File: src/hw/rtl/llni_pkg.sv
// Shared constants, types and tables of the lattice link neighbour index block.
package llni_pkg;

  localparam int SIZE_X = 32;
  localparam int SIZE_Y = 32;
  localparam int SIZE_T = 32;

  localparam int LINK_X_W = 5;
  localparam int LINK_Y_W = 5;
  localparam int LINK_T_W = 5;
  localparam int SLOT_W   = 3;
  localparam int NB_W     = 16;
  localparam int CALC_W   = 32;

  localparam int CX_W = $clog2(SIZE_X);
  localparam int CY_W = $clog2(SIZE_Y);
  localparam int CT_W = $clog2(SIZE_T);

  localparam int PLANE = SIZE_X * SIZE_Y;
  localparam int VOL   = PLANE * SIZE_T;

  localparam int SLOTS = 7;
  localparam logic [SLOT_W-1:0] SLOT_LAST = SLOT_W'(SLOTS - 1);

  localparam logic [1:0] STEP_NONE = 2'd0;
  localparam logic [1:0] STEP_INC  = 2'd1;
  localparam logic [1:0] STEP_DEC  = 2'd2;

  typedef struct packed {
    logic [1:0] xs;
    logic [1:0] ys;
    logic       tuse;
    logic       ndir;
  } offs_t;

  typedef struct packed {
    logic [CX_W-1:0] x;
    logic [CY_W-1:0] y;
    logic [CT_W-1:0] t;
    logic            dir;
    logic            odd;
  } job_t;

  localparam offs_t OFFS [2][2][SLOTS] = '{
    '{
      '{'{STEP_INC,  STEP_NONE, 1'b0, 1'b1}, '{STEP_NONE, STEP_INC,  1'b0, 1'b0},
        '{STEP_NONE, STEP_NONE, 1'b0, 1'b1}, '{STEP_NONE, STEP_NONE, 1'b1, 1'b0},
        '{STEP_INC,  STEP_NONE, 1'b1, 1'b1}, '{STEP_NONE, STEP_INC,  1'b1, 1'b0},
        '{STEP_NONE, STEP_NONE, 1'b1, 1'b1}},
      '{'{STEP_NONE, STEP_INC,  1'b0, 1'b0}, '{STEP_INC,  STEP_NONE, 1'b0, 1'b1},
        '{STEP_NONE, STEP_NONE, 1'b0, 1'b0}, '{STEP_NONE, STEP_NONE, 1'b1, 1'b1},
        '{STEP_NONE, STEP_INC,  1'b1, 1'b0}, '{STEP_INC,  STEP_NONE, 1'b1, 1'b1},
        '{STEP_NONE, STEP_NONE, 1'b1, 1'b0}}
    },
    '{
      '{'{STEP_NONE, STEP_DEC,  1'b0, 1'b1}, '{STEP_NONE, STEP_DEC,  1'b0, 1'b0},
        '{STEP_INC,  STEP_DEC,  1'b0, 1'b1}, '{STEP_NONE, STEP_NONE, 1'b1, 1'b0},
        '{STEP_NONE, STEP_DEC,  1'b1, 1'b1}, '{STEP_NONE, STEP_DEC,  1'b1, 1'b0},
        '{STEP_INC,  STEP_DEC,  1'b1, 1'b1}},
      '{'{STEP_DEC,  STEP_NONE, 1'b0, 1'b0}, '{STEP_DEC,  STEP_NONE, 1'b0, 1'b1},
        '{STEP_DEC,  STEP_INC,  1'b0, 1'b0}, '{STEP_NONE, STEP_NONE, 1'b1, 1'b1},
        '{STEP_DEC,  STEP_NONE, 1'b1, 1'b0}, '{STEP_DEC,  STEP_NONE, 1'b1, 1'b1},
        '{STEP_DEC,  STEP_INC,  1'b1, 1'b0}}
    }
  };

  function automatic logic [CX_W-1:0] reduce_x(input logic [LINK_X_W-1:0] v);
    logic [CX_W-1:0] r;
    r = '0;
    for (int i = 0; i < 2**LINK_X_W; i++) begin
      if (v == LINK_X_W'(i)) r = CX_W'(i % SIZE_X);
    end
    return r;
  endfunction

  function automatic logic [CY_W-1:0] reduce_y(input logic [LINK_Y_W-1:0] v);
    logic [CY_W-1:0] r;
    r = '0;
    for (int i = 0; i < 2**LINK_Y_W; i++) begin
      if (v == LINK_Y_W'(i)) r = CY_W'(i % SIZE_Y);
    end
    return r;
  endfunction

  function automatic logic [CT_W-1:0] reduce_t(input logic [LINK_T_W-1:0] v);
    logic [CT_W-1:0] r;
    r = '0;
    for (int i = 0; i < 2**LINK_T_W; i++) begin
      if (v == LINK_T_W'(i)) r = CT_W'(i % SIZE_T);
    end
    return r;
  endfunction

endpackage

File: src/hw/rtl/llni_if.sv
// Valid/ready channel interfaces for link input and neighbour output transactions.
interface llni_in_if
  import llni_pkg::*;
();
  logic                valid;
  logic                ready;
  logic [LINK_X_W-1:0] link_x;
  logic [LINK_Y_W-1:0] link_y;
  logic [LINK_T_W-1:0] link_t;
  logic                link_dir;

  modport source (output valid, output link_x, output link_y, output link_t,
                  output link_dir, input ready);
  modport sink   (input valid, input link_x, input link_y, input link_t,
                  input link_dir, output ready);
endinterface

interface llni_out_if
  import llni_pkg::*;
();
  logic              valid;
  logic              ready;
  logic [SLOT_W-1:0] slot;
  logic              backward;
  logic [NB_W-1:0]   neighbour_link;
  logic              last;

  modport source (output valid, output slot, output backward, output neighbour_link,
                  output last, input ready);
  modport sink   (input valid, input slot, input backward, input neighbour_link,
                  input last, output ready);
endinterface

File: src/hw/rtl/lattice_link_neighbour_index.sv
// Top level: emits the fourteen neighbour link indices of each input link.
// The input link is captured in the job register; its first result is then registered at the output.
// A slot sequencer gives one result per cycle while the output is not stalled.
// The next link is accepted in the cycle its fourteenth result enters the output register.
// Reset: synchronous active-low rst_n clears the sequencer and output valid.
module lattice_link_neighbour_index
  import llni_pkg::*;
(
  input  logic       clk,
  input  logic       rst_n,
  llni_in_if.sink    in_ch,
  llni_out_if.source out_ch
);

  logic              busy_r, busy_nxt;
  job_t              job_r, job_nxt;
  logic [SLOT_W-1:0] slot_r, slot_nxt;
  logic              bw_r, bw_nxt;

  logic              out_valid_r, out_valid_nxt;
  logic [SLOT_W-1:0] out_slot_r;
  logic              out_bw_r;
  logic [NB_W-1:0]   out_nb_r;
  logic              out_last_r;

  logic              advance;
  logic              seq_last;
  logic              in_take;
  logic [NB_W-1:0]   nb_calc;
  job_t              job_in;

  llni_slot_calc u_calc (
    .job            (job_r),
    .slot           (slot_r),
    .backward       (bw_r),
    .neighbour_link (nb_calc)
  );

  assign seq_last = bw_r && (slot_r == SLOT_LAST);
  assign advance  = busy_r && (!out_valid_r || out_ch.ready);
  assign in_ch.ready = !busy_r || (advance && seq_last);
  assign in_take  = in_ch.valid && in_ch.ready;

  always_comb begin
    job_in.x   = reduce_x(in_ch.link_x);
    job_in.y   = reduce_y(in_ch.link_y);
    job_in.t   = reduce_t(in_ch.link_t);
    job_in.dir = in_ch.link_dir;
    job_in.odd = job_in.x[0] ^ job_in.y[0] ^ job_in.t[0];
  end

  always_comb begin
    busy_nxt = busy_r;
    job_nxt  = job_r;
    slot_nxt = slot_r;
    bw_nxt   = bw_r;
    if (advance) begin
      if (seq_last) begin
        busy_nxt = 1'b0;
      end else if (slot_r == SLOT_LAST) begin
        slot_nxt = '0;
        bw_nxt   = 1'b1;
      end else begin
        slot_nxt = slot_r + SLOT_W'(1);
      end
    end
    if (in_take) begin
      busy_nxt = 1'b1;
      job_nxt  = job_in;
      slot_nxt = '0;
      bw_nxt   = 1'b0;
    end
  end

  always_comb begin
    out_valid_nxt = out_valid_r;
    if (advance) begin
      out_valid_nxt = 1'b1;
    end else if (out_ch.ready) begin
      out_valid_nxt = 1'b0;
    end
  end

  always_ff @(posedge clk) begin
    if (!rst_n) begin
      busy_r      <= 1'b0;
      slot_r      <= '0;
      bw_r        <= 1'b0;
      out_valid_r <= 1'b0;
    end else begin
      busy_r      <= busy_nxt;
      slot_r      <= slot_nxt;
      bw_r        <= bw_nxt;
      out_valid_r <= out_valid_nxt;
    end
  end

  always_ff @(posedge clk) begin
    job_r <= job_nxt;
    if (advance) begin
      out_slot_r <= slot_r;
      out_bw_r   <= bw_r;
      out_nb_r   <= nb_calc;
      out_last_r <= seq_last;
    end
  end

  assign out_ch.valid          = out_valid_r;
  assign out_ch.slot           = out_slot_r;
  assign out_ch.backward       = out_bw_r;
  assign out_ch.neighbour_link = out_nb_r;
  assign out_ch.last           = out_last_r;

endmodule

File: src/hw/rtl/llni_slot_calc.sv
// Combinational neighbour index for one slot of the current link.
module llni_slot_calc
  import llni_pkg::*;
(
  input  job_t              job,
  input  logic [SLOT_W-1:0] slot,
  input  logic              backward,
  output logic [NB_W-1:0]   neighbour_link
);

  offs_t           ent;
  logic [CX_W-1:0] nx;
  logic [CY_W-1:0] ny;
  logic [CT_W-1:0] nt;
  logic [CALC_W-1:0] idx;

  always_comb begin
    ent = OFFS[backward ^ job.odd][job.dir][slot];

    case (ent.xs)
      STEP_INC: nx = (job.x == CX_W'(SIZE_X - 1)) ? '0 : job.x + CX_W'(1);
      STEP_DEC: nx = (job.x == '0) ? CX_W'(SIZE_X - 1) : job.x - CX_W'(1);
      default:  nx = job.x;
    endcase

    case (ent.ys)
      STEP_INC: ny = (job.y == CY_W'(SIZE_Y - 1)) ? '0 : job.y + CY_W'(1);
      STEP_DEC: ny = (job.y == '0) ? CY_W'(SIZE_Y - 1) : job.y - CY_W'(1);
      default:  ny = job.y;
    endcase

    if (!ent.tuse) begin
      nt = job.t;
    end else if (!backward) begin
      nt = (job.t == CT_W'(SIZE_T - 1)) ? '0 : job.t + CT_W'(1);
    end else begin
      nt = (job.t == '0) ? CT_W'(SIZE_T - 1) : job.t - CT_W'(1);
    end

    idx = (ent.ndir ? CALC_W'(VOL) : '0)
        + CALC_W'(nt) * CALC_W'(PLANE)
        + CALC_W'(ny) * CALC_W'(SIZE_X)
        + CALC_W'(nx);
    neighbour_link = idx[NB_W-1:0];
  end

endmodule

File: src/flat_wrapper.sv
// flat-port wrapper written by rule: the top's interface ports become plain ports
module lattice_link_neighbour_index_flat import llni_pkg::*;
  (clk, rst_n, in_ch_valid, in_ch_link_x, in_ch_link_y, in_ch_link_t, in_ch_link_dir, in_ch_ready, out_ch_valid, out_ch_slot, out_ch_backward, out_ch_neighbour_link, out_ch_last, out_ch_ready);
  llni_in_if in_ch_i ();
  llni_out_if out_ch_i ();
  input  logic clk;
  input  logic rst_n;
  input wire logic [$bits(in_ch_i.valid)-1:0] in_ch_valid;
  input wire logic [$bits(in_ch_i.link_x)-1:0] in_ch_link_x;
  input wire logic [$bits(in_ch_i.link_y)-1:0] in_ch_link_y;
  input wire logic [$bits(in_ch_i.link_t)-1:0] in_ch_link_t;
  input wire logic [$bits(in_ch_i.link_dir)-1:0] in_ch_link_dir;
  output wire logic [$bits(in_ch_i.ready)-1:0] in_ch_ready;
  output wire logic [$bits(out_ch_i.valid)-1:0] out_ch_valid;
  output wire logic [$bits(out_ch_i.slot)-1:0] out_ch_slot;
  output wire logic [$bits(out_ch_i.backward)-1:0] out_ch_backward;
  output wire logic [$bits(out_ch_i.neighbour_link)-1:0] out_ch_neighbour_link;
  output wire logic [$bits(out_ch_i.last)-1:0] out_ch_last;
  input wire logic [$bits(out_ch_i.ready)-1:0] out_ch_ready;
  assign in_ch_i.valid = in_ch_valid;
  assign in_ch_i.link_x = in_ch_link_x;
  assign in_ch_i.link_y = in_ch_link_y;
  assign in_ch_i.link_t = in_ch_link_t;
  assign in_ch_i.link_dir = in_ch_link_dir;
  assign in_ch_ready = in_ch_i.ready;
  assign out_ch_valid = out_ch_i.valid;
  assign out_ch_slot = out_ch_i.slot;
  assign out_ch_backward = out_ch_i.backward;
  assign out_ch_neighbour_link = out_ch_i.neighbour_link;
  assign out_ch_last = out_ch_i.last;
  assign out_ch_i.ready = out_ch_ready;
  lattice_link_neighbour_index u_core (.clk(clk), .rst_n(rst_n), .in_ch(in_ch_i), .out_ch(out_ch_i));
endmodule
File: config.mk
export PLATFORM = sky130hd
export DESIGN_NAME = lattice_link_neighbour_index_flat
export DESIGN_NICKNAME = d
export VERILOG_FILES = /design/src/hw/rtl/llni_pkg.sv /design/src/hw/rtl/llni_if.sv /design/src/hw/rtl/lattice_link_neighbour_index.sv /design/src/hw/rtl/llni_slot_calc.sv /design/src/flat_wrapper.sv
export SDC_FILE = /design/constraint.sdc
export NUM_CORES = 1
export LEC_CHECK = 0
export ABC_AREA = 1
export BUFFER_PORTS_ARGS = -buffer_cell sky130_fd_sc_hd__buf_2
export CORE_ASPECT_RATIO = 1.25
export CORE_UTILIZATION = 45
export CTS_CLUSTER_DIAMETER = 30
export DETAILED_ROUTE_END_ITERATION = 12
export PLACE_DENSITY = 0.73
export SYNTH_ARGS = -nofsm -noshare
export SYNTH_HDL_FRONTEND = slang
export SYNTH_HIERARCHICAL = 1
export SYNTH_SLANG_ARGS = --single-unit
File: constraint.sdc
create_clock -name clk -period 1.62 [get_ports clk]
set_input_delay 0.081 -clock clk [delete_from_list [all_inputs] [get_ports clk]]
set_output_delay 0.081 -clock clk [all_outputs]
set_load 0.005 [all_outputs]
; ---- Word-level counts from Yosys, hierarchy flattened
; Cells that the tools add are included.
[op_classes]
addsub = 10
order_cmp = 3
eq_ne = 101
muxes = 119
n_bitwise = 8
n_reduce_logical = 30
[ops]
columns = cell, count
row1 = equality test 5 bit (second input constant), 51
row2 = 2-to-1 mux 4 bit, 48
row3 = 2-to-1 mux 84 bit, 2
row4 = 2-to-1 mux 42 bit, 3
row5 = equality test 5 x 4 -> 1 bit (second input constant), 24
row6 = 2-to-1 mux 83 bit, 1
row7 = 2-to-1 mux 3 bit, 25
row8 = equality test 5 x 3 -> 1 bit (second input constant), 12
row9 = OR reduction 16 bit, 3
row10 = 2-to-1 mux 5 bit, 8
row11 = equality test 5 x 2 -> 1 bit (second input constant), 6
row12 = 2-to-1 mux 2 bit, 12
row13 = OR reduction 8 bit, 3
row14 = one-hot mux 5 bit (2 select lines), 2
row15 = binary-select mux 6 bit (select 3 bit), 1
row16 = adder 16 x 10 -> 16 bit, 1
row17 = adder 16 x 15 -> 16 bit, 1
row18 = adder 16 x 5 -> 16 bit, 1
row19 = 2-to-1 mux 16 bit, 1
row20 = adder 5 x 1 -> 5 bit (second input constant), 3
row21 = equality test 5 x 1 -> 1 bit (second input constant), 3
row22 = logical NOT 5 bit, 3
row23 = subtractor 5 x 1 -> 5 bit (second input constant), 3
row24 = 2-to-1 mux 1 bit, 14
row25 = 19 further kinds, 40
[word_totals]
regBits = 44
input_bits = 20
out_inout_bits = 23
elab_cells = 296

; ---- Longest topological paths before layout
; Gate-level depths: netlist of run 1.
[depth]
word_depth = 34
ltp_mapped = 17
mapped_depth_nobuf = 16

; ---- Cells and area by module
; Netlist of run 1, hierarchy kept.
[by_module_without_submodules]
columns = module, instances, cells_each, area_each_um2, seq_area_each_um2
row1 = lattice_link_neighbour_index, 1, 106, 1576.5, 1261.2
row2 = llni_slot_calc, 1, 188, 974.7, 0.0

; ---- Worst setup path after synthesis of run 1
; No wires, ideal clock.
[synth_path]
kind = reg2reg
startpoint = register u_core.bw_r
endpoint = register u_core.out_nb_r[8], in the netlist u_core/out_ch.neighbour_link[8], data pin
setup_time_ns = 0.249
t_arrival_ns = 1.546
required_time_ns = 1.371
path_slack_ns = -0.175
stages_incl_launch_ff = 14
path_buffers = 1
synth_period_minus_slack_ns = 1.795
cell_sequence = dfxtp_1 -> buf_6 -> nand2_1 -> nand2_2 -> nand2_1 -> nand2_1 -> nand2_1 -> nand2_1 -> nand2_2 -> ha_1 -> nor2_1 -> nand3_1 -> nand2_1 -> inv_1
[synth_via]
elab_chain_cells = 15
[synth_rtl]
columns = item, line
row1 = "start, declared", lattice_link_neighbour_index.sv:18  ; logic bw_r, bw_nxt;
row2 = "start signal, assigned", lattice_link_neighbour_index.sv:93  ; bw_r <= bw_nxt;
row3 = XOR 1 bit (*), llni_slot_calc.sv:18  ; ent = OFFS[backward ^ job.odd][job.dir][slot];
row4 = NOT 1 -> 2 bit (implied by the code) (*), llni_slot_calc.sv:18
row5 = 2-to-1 mux 83 bit (implied by the code) (*), llni_slot_calc.sv:18
row6 = 2-to-1 mux 84 bit (implied by the code) (*) (2 in series), llni_slot_calc.sv:18
row7 = 2-to-1 mux 42 bit (implied by the code) (*) (3 in series), llni_slot_calc.sv:18
row8 = binary-select mux 6 bit (select 3 bit) (*), llni_slot_calc.sv:18
row9 = 2-to-1 mux 6 bit (implied by the code) (*) (2 in series), llni_slot_calc.sv:18
row10 = equality test 2 bit or equality test 2 x 1 -> 1 bit (tied branches), llni_slot_calc.sv:26  ; case (ent.ys)
row11 = one-hot mux 5 bit (2 select lines), llni_slot_calc.sv:26
row12 = adder 16 x 10 -> 16 bit, llni_slot_calc.sv:42  ; + CALC_W'(ny) * CALC_W'(SIZE_X)
row13 = adder 16 x 5 -> 16 bit (*), llni_slot_calc.sv:43  ; + CALC_W'(nx);
row14 = net u_core.nb_calc[8], lattice_link_neighbour_index.sv:29  ; logic [NB_W-1:0] nb_calc;
row15 = "end signal, assigned", lattice_link_neighbour_index.sv:103  ; out_nb_r <= nb_calc;
row16 = "end, declared", lattice_link_neighbour_index.sv:23  ; logic [NB_W-1:0] out_nb_r;
; Mark *: on every way through the listed nets, which the timed path passes. The rest lies on a longest branch. The select of a mux whose other input is x is not followed.
; A chain may end at the register's enable or synchronous reset.

; ---- Final worst setup path of run 1
[layout_path]
startpoint = register u_core/job_r[0] (netlist name)
endpoint = register u_core.out_nb_r[3], in the netlist u_core/out_ch.neighbour_link[3], data pin
[layout_via]
elab_chain_cells = 14
[layout_rtl]
columns = item, line
row1 = "start, declared", lattice_link_neighbour_index.sv:16  ; job_t job_r, job_nxt;
row2 = "start signal, assigned", lattice_link_neighbour_index.sv:99  ; job_r <= job_nxt;
row3 = XOR 1 bit (*), llni_slot_calc.sv:18
row4 = NOT 1 -> 2 bit (implied by the code) (*), llni_slot_calc.sv:18
row5 = 2-to-1 mux 83 bit (implied by the code) (*), llni_slot_calc.sv:18
row6 = 2-to-1 mux 84 bit (implied by the code) (*) (2 in series), llni_slot_calc.sv:18
row7 = 2-to-1 mux 42 bit (implied by the code) (*) (3 in series), llni_slot_calc.sv:18
row8 = binary-select mux 6 bit (select 3 bit) (*), llni_slot_calc.sv:18
row9 = 2-to-1 mux 6 bit (implied by the code) (*) (2 in series), llni_slot_calc.sv:18
row10 = equality test 2 bit or equality test 2 x 1 -> 1 bit (tied branches), llni_slot_calc.sv:20  ; case (ent.xs)
row11 = one-hot mux 5 bit (2 select lines) (*), llni_slot_calc.sv:20
row12 = adder 16 x 5 -> 16 bit (*), llni_slot_calc.sv:43
row13 = net u_core.nb_calc[3], lattice_link_neighbour_index.sv:29
; Marks and branches as above.

==> results of run 1 <==
-- stage by stage --
stage,util [%],std cells,power (mW)
after floorplan,-,294,1.72
after global placement,55.2,407,1.88
after detailed placement,55.2,407,1.90
after CTS,61.4,433,2.65
after global routing,63.0,435,2.81
final,63.0,435,2.66
-- layer usage --
layer	wire length (µm)	share of wire [%]
met5	0	0
met4	203	4.1
met3	185	3.7
met2	2680	54
met1	1870	38
-- power breakdown --
| group | switching [mW] | internal, mW |
|---|---|---|
| combinational | 0.334 | 0.302 |
| sequential | 0.0374 | 1.33 |
| clock | 0.358 | 0.299 |
| total | 0.730 | 1.93 |
-- synthesized netlist by cell type, drive strengths merged --
cell / n
nand4: 4
a21oi: 8
edfxtp: 38
a31oi: 3
xnor2: 3
clkbuf: 15
nor2: 31
ha: 14
o21ai: 14
xor2: 2
a22oi: 1
buf: 4
dfxtp: 6
nand2: 72
o211ai: 3
inv: 44
or2: 2
nand3: 30
-- state kept, by name (all words and copies together), names as in the netlist --
| name | flops |
|---|---|
| u_core/job_r | 17 |
| u_core/out_ch.valid | 1 |
| u_core/out_ch.slot | 3 |
| u_core/out_ch.neighbour_link | 16 |
| u_core/busy_r | 1 |
| u_core/out_ch.backward | 1 |
| u_core/slot_r | 3 |
| u_core/out_ch.last | 1 |
| u_core/bw_r | 1 |
-- what timing repair did --
action	in CTS	in global routing
setup endpoints to repair	10	12
hold buffers	15	0
setup buffers	3	2
resized for setup	28	24
endpoints found under the hold margin	15	0
pin swaps	26	30
-- area by class of cell --
type | instances | area (µm²) | share of cell area (%)
Timing Repair Buffer | 88 | 629 | 18.4
Sequential cell | 44 | 1260 | 36.8
Multi-Input combinational cell | 187 | 1200 | 34.9
Tap cell | 64 | 80.1 | 2.33
Clock buffer | 6 | 72.6 | 2.12
Clock inverter | 2 | 11.3 | 0.328
Inverter | 44 | 175 | 5.11
-- kinds of logic (layout without fill, tap and decap cells) --
family	Yosys count	in the layout	synth area share, %
adders and majority gates	14	14	6.87
buffers and inverters	63	140	9.91
AOI/OAI and AO/OA	29	29	6.82
DFF	44	44	49.4
xor gates and xnor gates	5	5	1.72
and+or+nand+nor	139	139	25.3
-- worst register-to-register path, delay by kind of cell, from the launching register on --
kind / cells / cell delay, ns
DFF: 1 / 0.43
and+or+nand+nor: 9 / 0.71
buffers and inverters: 2 / 0.14
adders and majority gates: 1 / 0.18
AOI/OAI and AO/OA: 1 / 0.13
-- final timing paths --
| path | startpoint | cells past startpoint | end | slack (ns) |
|---|---|---|---|---|
| worst max-delay path | u_core/job_r[0] | 13 | u_core/out_ch.neighbour_link[3] | -0.22 |
| worst min-delay path | in_ch_link_y[0] | 1 | u_core/job_r[7] | 0.02 |
| worst max register to register | u_core/job_r[0] | 13 | u_core/out_ch.neighbour_link[3] | -0.22 |
| worst min register to register | u_core/busy_r | 2 | u_core/busy_r | 0.53 |
==> summary.txt, run 1 <==
Worst setup path
  – Critical path launch point type: flip-flop
  – Ordered list of cells on the worst path: inv_2 -> nand2_2 -> nand2_2 -> nand2_2 -> o21ai_2 -> nand2_2 -> ha_4 -> nand2_2 -> nor2_2 -> nor2_2 -> nand3_1 -> nand2_1 -> inv_1
  – Slowest CP cell: edfxtp_1
  – WS Path Type: flip-flop to flip-flop
  – Worst Path Max Fanout: 3
  – Critical Path AT: around 1.9 ns
  – Crit path buf inv count: 2
  – Critical path's largest stage delay: around 0.43 ns
  – Crit-path leading delay family: simple AND/OR/NAND/NOR gates
  – Most used cell along the critical path: nand2_2
  – Crit path capture type: flip-flop
  – CP required: 1.68 ns

Layout
  – FILL cells: 429
  – Design Area, Final: roughly 3400 µm²
  – P&R area growth vs syn: 34.4%
  – Commonest non-fill, non-tap cell in the layout: nand2_1
  – Antenna Diode Count: 0
  – Most frequent cells in the layout: 52 x nand2_1, 42 x buf_2, 38 x edfxtp_1
  – Post-layout nets: 404
  – Layout cells sized above 1: between 30% and 40%

Drt
  – Final ANT Viol Nets: 0
  – Detailed-route vias per instance: approximately 4.9
  – 1st-iter DRT viols: 62
  – DRT Wirelength: between 4 and 5 mm
  – DRC errors left: 0
  – Avg WL per Cell: between 10 and 15 µm
  – Routed vias: ~2.1k
  – Drt pass-1 iters: 4

Floorplan
  – Initial core utilization: between 40 and 50%
  – Die Footprint: roughly 6000 µm²
  – Die width: about 69 µm
  – Area of the core: around 5400 µm²
  – Io pins: 43
  – FP Rows: 30
  – Chip Height: between 80 and 90 µm

Clocking
  – CTS Buf Count: 5
  – CTS sink cnt: 44
  – CTS tree: yes
  – Clk buf depth: 2
  – H-tree lvl count: 2
  – Worst-Skew Late Latency: a little under 0.3 ns
  – CTS root buf: clkbuf_8
  – Worst-path clk slew: ~0.08 ns

Logic synthesis
  – Mapped Avg Cell Area: ~8.7 µm²
  – Ys Warns: 6
  – Synth area leader: edfxtp_1
  – Synth Cell Area: about 2600 µm²
  – Sequential share of the synthesized area: 49.4%
  – Top cells by area, synth: edfxtp_1 45%, nand2_1 9.3%, ha_1 6.9%
  – Syn Nets: around 330
  – Synth top area share: roughly 45%
  – Synth unique cells: 31
  – Cells after synthesis: between 200 and 300
  – Synth Register Bits: between 40 and 50

STA
  – RSZ-0062 raised after global routing: true
  – Final hold slack: 0.0220 ns
  – Final worst clock skew: between 0.004 and 0.005 ns
  – Final worst path period share: 113%
  – Final worst slack: -0.218 ns
  – Fin crit period: 1.84 ns
  – Max Slew Vio Count: 0
  – Setup_tns: -1.62 ns
  – FMAX: 544 MHz
  – Final hold violation count: 0
  – Worst slew pin tran: 0.472 ns
  – Setup violation total in the final timing report: 10
  – Relative slew slack: roughly two thirds

Power and ir drop
  – Worst vdd ir: roughly 0.61 mV
  – Pwr dens: 777 nW/µm²
  – Leak: 1.50 nW

Global routing
  – GRT overflow: 0
  – Vias in the first global route: a little under 2k
  – Routing usage on met2: about a third
  – Met1 global-route usage: ~16%
  – Total global-route track usage: between 15 and 20%
  – First-pass GRT wire length: 8.00 mm
  – Initial antenna violation count: 0
  – Largest net degree at the start of global routing: 18
  – Met3 Usage GRT: 3.72%
  – Most Crowded Layer GR: met2

Placement
  – Post-DP HPWL: 3.44 mm
  – Post-placement cell area: around 3000 µm²
  – RePlAce Congestion: 0.866
  – Post-place setup slack: -0.226 ns
  – Input/output buffers: 42

Run
  – Max-cap violations: 0

Outcome
  – Failing checks: negative setup slack
  – Status: complete, but fails checks

Hold path
  – Path type of the worst min-delay path: input port to flip-flop
No activity file was read; power rests on OpenSTA's default activity.
==> inputs of run 2 (changes only) <==
BUFFER_PORTS_ARGS = -buffer_cell sky130_fd_sc_hd__buf_4   (was -buffer_cell sky130_fd_sc_hd__buf_2)
==> run 2 against run 1 <==
  * The run still ends with negative setup slack left
  * Final area is 3.0% higher
  * Combinational power rose by 4.2%
  * Core utilization up 1.9 points
  * Clock-buffer cell count unchanged
  * Sequential share of layout area shrank 1.1 points
  * Clock skew down 0.00090 ns
  * Critical path depth unchanged
  * Global-route usage up 0.11 points
  * Register-to-register slack improved by 0.04 ns
  * Via count up 1.1%
  * Critical endpoint unchanged
==> summary.txt, run 2 (synthesized netlist as in run 1, its figures left out) <==
Layout
  – Commonest non-fill, non-tap cell in the layout: buf_4 (was nand2_1)
  – Final Util: 64.9% (was 63.0%)
  – Most frequent cells in the layout: 66 x buf_4, 52 x nand2_1, 38 x edfxtp_1 (was 52 x nand2_1, 42 x buf_2, 38 x edfxtp_1)
  – Post-layout nets: 402 (was 404)
  – P&R area growth vs syn: 38.5% (was 34.4%)
  – Largest Register: u_core/job_r (unchanged)
  – Max reg flops: 17 (unchanged)
  – FILL cells: 424 (was 429)
  – Antenna Diode Count: 0 (unchanged)
  – Layout cells sized above 1: 38.5% (was 39.6%)

Floorplan
  – Io pins: 43 (unchanged)
  – Initial core utilization: 46.9% (unchanged)
  – FP Rows: 30 (unchanged)
  – Die Footprint: 5980 µm² (unchanged)
  – Die width: 69.3 µm (unchanged)
  – Chip Height: 86.2 µm (unchanged)
  – Area of the core: 5440 µm² (unchanged)

Drt
  – Detailed-route vias per instance: 5.00 (was 4.92)
  – Final ANT Viol Nets: 0 (unchanged)
  – DRT Wirelength: 5.15 mm (was 4.94 mm)
  – DRC errors left: 0 (unchanged)
  – Avg WL per Cell: 11.9 µm (was 11.4 µm)
  – Routed vias: 2166 (was 2142)
  – Drt pass-1 iters: 4 (unchanged)
  – 1st-iter DRT viols: 110 (was 62)

Global routing
  – Met1 global-route usage: 16.6% (was 16.2%)
  – Initial antenna violation count: 0 (unchanged)
  – Largest net degree at the start of global routing: 18 (unchanged)
  – First-pass GRT wire length: 8.20 mm (was 8.00 mm)
  – Most Crowded Layer GR: met2 (unchanged)
  – Met3 Usage GRT: 4.19% (was 3.72%)
  – Vias in the first global route: 1997 (was 1989)
  – Total global-route track usage: 17.2% (was 17.1%)
  – Routing usage on met2: 33.9% (was 33.2%)
  – GRT overflow: 0 (unchanged)

Clocking
  – Worst-Skew Late Latency: 0.29 ns (about the same)
  – CTS Buf Count: 5 (unchanged)
  – H-tree lvl count: 2 (unchanged)
  – CTS sink cnt: 44 (unchanged)
  – CTS tree: yes (unchanged)
  – Worst-path clk slew: 0.08 ns (about the same)
  – Clk buf depth: 2 (unchanged)
  – CTS root buf: clkbuf_8 (unchanged)

STA
  – Setup_tns: -1.29 ns (was -1.62 ns)
  – Relative slew slack: 68.5% (about the same)
  – Final hold violation count: 0 (unchanged)
  – Setup violation total in the final timing report: 10 (unchanged)
  – FMAX: 557 MHz (was 544 MHz)
  – Final worst slack: -0.175 ns (was -0.218 ns)
  – Fin crit period: 1.79 ns (was 1.84 ns)
  – RSZ-0062 raised after global routing: true (unchanged)
  – Final worst path period share: 111% (was 113%)
  – Worst slew pin tran: 0.472 ns (about the same)
  – Max Slew Vio Count: 0 (unchanged)
  – Final worst clock skew: 0.00374 ns (was 0.00464 ns)
  – Final hold slack: 0.0541 ns (was 0.0220 ns)

Worst setup path
  – WS Path Type: flip-flop to flip-flop (unchanged)
  – Crit path capture type: flip-flop (unchanged)
  – Critical Path AT: 1.85 ns (was 1.90 ns)
  – Critical path launch point type: flip-flop (unchanged)
  – CP required: 1.68 ns (about the same)
  – Worst Path Max Fanout: 3 (unchanged)
  – Worst R2R Setup Slack: -0.17 ns (was -0.22 ns)

Placement
  – Post-place setup slack: -0.232 ns (was -0.226 ns)
  – Input/output buffers: 42 (unchanged)
  – RePlAce Congestion: 0.886 (was 0.866)
  – Post-DP HPWL: 3.45 mm (was 3.44 mm)

Power and ir drop
  – Total Power: 2.85 mW (was 2.66 mW)
  – Pwr dens: 808 nW/µm² (was 777 nW/µm²)
  – Gate power share: 23.2% (was 23.9%)
  – Share of power burned in registers: 48.2% (was 51.5%)
  – Internal: 2.12 mW (was 1.93 mW)
  – Switching power: 733 µW (was 730 µW)
  – Sw frac: 25.7% (was 27.4%)
  – Worst vdd ir: 0.627 mV (was 0.607 mV)
  – Leak: 1.55 nW (was 1.50 nW)
  – Clock Power Share: 28.6% (was 24.7%)

Outcome
  – Failing checks: negative setup slack (unchanged)
  – Status: complete, but fails checks (unchanged)

Run
  – Max-cap violations: 0 (unchanged)

Hold path
  – Path type of the worst min-delay path: input port to flip-flop (unchanged)
[run 2: cell types whose count changed in the layout (fill, tap and decap cells not counted), sizes merged]
cell         delta
bufinv          +1
buf             -3
dlygate4sd3     +1
clkinvlp        -1
[run 2: final timing paths]
path                         from                         endpoint  depth (start not counted)
setup / recovery  u_core/job_r[0]  u_core/out_ch.neighbour_link[3]                         13
hold / removal              rst_n                 u_core/slot_r[1]                          3
setup reg to reg  u_core/job_r[0]  u_core/out_ch.neighbour_link[3]                         13
hold reg to reg     u_core/busy_r                    u_core/busy_r                          2
[run 2: routing by layer]
| layer | up-vias | part of all wire (%) |
|---|---|---|
| met5 | - | 0 |
| met4 | 0 | 1.9 |
| met3 | 12 | 3.8 |
| met2 | 54 | 55 |
| met1 | 1003 | 39 |
| li1 | 1097 | - |
[run 2: power by group through the flow]
stage	clock, mW	sequential (mW)	combinational (mW)
4_1_cts	0.844	1.37	0.635
5_1_grt	0.890	1.38	0.731
3_3_place_gp	0	1.40	0.521
6_report	0.816	1.37	0.663
2_1_floorplan	0	1.41	0.313
3_5_place_dp	0	1.40	0.535
[run 2: layout make-up]
class	count	area [µm²]	share of cell area, %
flip-flops and latches	44	1260	35.8
clock inverters	2	35.0	0.992
repair buffers	86	718	20.3
inverters	44	175	4.96
well taps	64	80.1	2.27
clock buffers	6	72.6	2.05
multi-input cells	187	1190	33.6
[run 2: what timing repair did]
item	in CTS	in global routing
setup buffers	2	1
resized for setup	31	17
hold buffers	16	0
endpoints found under the setup margin	10	11
hold endpoints to repair	16	0
pin swaps	25	21
[run 2: per-stage QoR]
step	instances	area [µm²]
6_report	433	3530
5_1_grt	433	3530
4_1_cts	432	3470
3_5_place_dp	406	3100
3_3_place_gp	406	3100
2_1_floorplan	294	2580
[run 2: worst max-delay path, stage by stage, from the launching register on]
cell and delay, ns:
edfxtp_1 0.42, inv_2 0.08, nand2_1 0.06, nand2_2 0.08, nand2_2 0.07, o21ai_2 0.15, nand2_2 0.10, ha_4 0.17
nand2_2 0.06, nor2_2 0.05, nor2_4 0.13, nand3_2 0.08, nand2_2 0.07, inv_1 0.04
==> inputs of run 3 (changes only) <==
CORE_MARGIN = 2   (was unset)
CORE_UTILIZATION = 50   (was 45)
PLACE_DENSITY = 0.79   (was 0.73)
==> run 3 against run 2 <==
  * The flow still finishes with violations (negative setup slack)
  * Hold slack better by 0.0086 ns
  * Critical endpoint is now u_core/out_ch.neighbour_link[6]
  * Critical path type unchanged
  * Register-to-register slack worse by 0.05 ns
  * Global-route usage up 2.7 points
  * Core utilization up 5.3 points
==> summary.txt, run 3 (synthesized netlist as in run 1, its figures left out) <==
Outcome
  – Status: complete, but fails checks (unchanged)
  – Failing checks: negative setup slack (unchanged)

STA
  – RSZ-0062 raised after global routing: true (unchanged)
  – Final hold violation count: 0 (unchanged)
  – Setup violation total in the final timing report: 10 (unchanged)
  – Worst slew pin tran: 0.296 ns (was 0.472 ns)
  – Fin crit period: 1.84 ns (was 1.79 ns)
  – Final worst path period share: 114% (was 111%)
  – Final worst clock skew: 0.00823 ns (was 0.00374 ns)
  – Setup_tns: -1.60 ns (was -1.29 ns)
  – FMAX: 543 MHz (was 557 MHz)
  – Final hold slack: 0.0627 ns (was 0.0541 ns)
  – Max Slew Vio Count: 0 (unchanged)
  – Relative slew slack: 80.3% (was 68.5%)
  – Final worst slack: -0.220 ns (was -0.175 ns)

Clocking
  – Clk buf depth: 2 (unchanged)
  – CTS Buf Count: 5 (unchanged)
  – Worst-Skew Late Latency: 0.29 ns (about the same)
  – H-tree lvl count: 2 (unchanged)
  – CTS root buf: clkbuf_8 (unchanged)
  – CTS tree: yes (unchanged)
  – Worst-path clk slew: 0.08 ns (about the same)
  – CTS sink cnt: 44 (unchanged)

Worst setup path
  – Crit path buf inv count: 5 (was 2)
  – Ordered list of cells on the worst path: inv_2 -> nand2_1 -> nand2_2 -> nand2_2 -> buf_4 -> nor2_4 -> inv_1 -> ha_4 -> inv_4 -> buf_4 -> nand2_1 -> o211ai_1 -> o21ai_1 (was inv_2 -> nand2_1 -> nand2_2 -> nand2_2 -> o21ai_2 -> nand2_2 -> ha_4 -> nand2_2 -> nor2_2 -> nor2_4 -> nand3_2 -> nand2_2 -> inv_1)
  – CP required: 1.66 ns (was 1.68 ns)
  – Critical Path AT: 1.88 ns (was 1.85 ns)
  – Crit path capture type: flip-flop (unchanged)
  – Slowest CP cell: edfxtp_1 (unchanged)
  – Crit-path leading delay family: buffers and inverters (was simple AND/OR/NAND/NOR gates)
  – Critical path's largest stage delay: 0.42 ns (about the same)
  – Critical path launch point type: flip-flop (unchanged)
  – WS Path Type: flip-flop to flip-flop (unchanged)
  – Worst Path Max Fanout: 3 (unchanged)
  – Worst r2r src: u_core/job_r[0] (unchanged)
  – CP Launch Point: u_core/job_r[0] (unchanged)

Drt
  – Final ANT Viol Nets: 0 (unchanged)
  – DRC errors left: 0 (unchanged)
  – 1st-iter DRT viols: 154 (was 110)
  – Avg WL per Cell: 12.4 µm (was 11.9 µm)
  – Routed vias: 2200 (was 2166)
  – Drt pass-1 iters: 4 (unchanged)
  – DRT Wirelength: 5.34 mm (was 5.15 mm)
  – Detailed-route vias per instance: 5.12 (was 5.00)

Power and ir drop
  – Worst vdd ir: 0.600 mV (was 0.627 mV)
  – Leak: 1.54 nW (was 1.55 nW)
  – Pwr dens: 758 nW/µm² (was 808 nW/µm²)
  – Total Power: 2.67 mW (was 2.85 mW)

Floorplan
  – Initial core utilization: 50.9% (was 46.9%)
  – Area of the core: 5010 µm² (was 5440 µm²)
  – Die width: 67.9 µm (was 69.3 µm)
  – FP Rows: 29 (was 30)
  – Chip Height: 83.9 µm (was 86.2 µm)
  – Io pins: 43 (unchanged)
  – Die Footprint: 5690 µm² (was 5980 µm²)

Layout
  – Largest Register: u_core/job_r (unchanged)
  – Most frequent cells in the layout: 66 x buf_4, 55 x nand2_1, 38 x edfxtp_1 (was 66 x buf_4, 52 x nand2_1, 38 x edfxtp_1)
  – Post-layout nets: 402 (unchanged)
  – Commonest non-fill, non-tap cell in the layout: buf_4 (unchanged)
  – Max reg flops: 17 (unchanged)
  – Antenna Diode Count: 0 (unchanged)
  – FILL cells: 356 (was 424)
  – Non-filler instance count after layout: 430 (was 433)
  – Layout cells sized above 1: 38.0% (was 38.5%)
  – P&R area growth vs syn: 37.9% (was 38.5%)

Hold path
  – Hold Startpoint: rst_n (unchanged)
  – Path type of the worst min-delay path: input port to flip-flop (unchanged)

Global routing
  – GRT overflow: 0 (unchanged)
  – Total global-route track usage: 20.0% (was 17.2%)
  – Largest net degree at the start of global routing: 18 (unchanged)
  – Initial antenna violation count: 0 (unchanged)
  – Vias in the first global route: 2112 (was 1997)
  – First-pass GRT wire length: 8.75 mm (was 8.20 mm)

Placement
  – Post-place setup slack: -0.244 ns (was -0.232 ns)
  – Post-DP HPWL: 3.66 mm (was 3.45 mm)
  – Cells after DPL: 403 (was 406)
  – Input/output buffers: 42 (unchanged)
  – RePlAce Congestion: 0.860 (was 0.886)

Run
  – Max-cap violations: 0 (unchanged)
-- run 3: path summary, 6_finish.rpt --
check,slack [ns],depth (start not counted),to
setup / recovery,-0.22,13,u_core/out_ch.neighbour_link[6]
hold / removal,0.06,3,u_core/slot_r[0]
setup reg to reg,-0.22,13,u_core/out_ch.neighbour_link[6]
hold reg to reg,0.53,2,u_core/out_ch.valid
-- run 3: tightest hold or removal path, stage by stage --
cell and delay [ns]:
buf_4 0.10, nand2_4 0.06, nor2_1 0.07
-- run 3: final cells by class --
cell class / count / area [µm²] / share of cell area, %
Tap cell: 62 / 77.6 / 2.21
Multi-Input combinational cell: 187 / 1210 / 34.4
Sequential cell: 44 / 1270 / 36.0
Clock inverter: 2 / 7.51 / 0.213
Inverter: 44 / 175 / 4.98
Timing Repair Buffer: 86 / 709 / 20.2
Clock buffer: 5 / 68.8 / 1.96
-- run 3: power by group --
part / switching [mW] / leakage, nW / internal (mW)
combinational: 0.339 / 1.08 / 0.329
sequential: 0.0422 / 0.413 / 1.33
clock: 0.337 / 0.0391 / 0.285
-- run 3: per-layer routing --
layer	global-route usage [%]	up-vias	wire length, µm
met5	0	-	0
met4	8.00	0	98
met3	3.64	9	207
met2	37.8	56	3150
met1	20.5	1040	1880
li1	-	1095	-
-- run 3: per-stage QoR --
stage | utilization (%) | area, µm²
global route | 70.2 | 3520
floorplan | - | 2580
CTS | 68.4 | 3430
global placement | 61.5 | 3080
finish | 70.2 | 3520
detailed placement | 61.5 | 3080
-- run 3: what timing repair did --
item | 4_1_cts | 5_1_grt
hold buffers | 16 | 0
endpoints found under the setup margin | 10 | 29
gates resized for setup | 29 | 26
setup buffers | 3 | 1
endpoints found under the hold margin | 16 | 0
pin swaps | 18 | 18
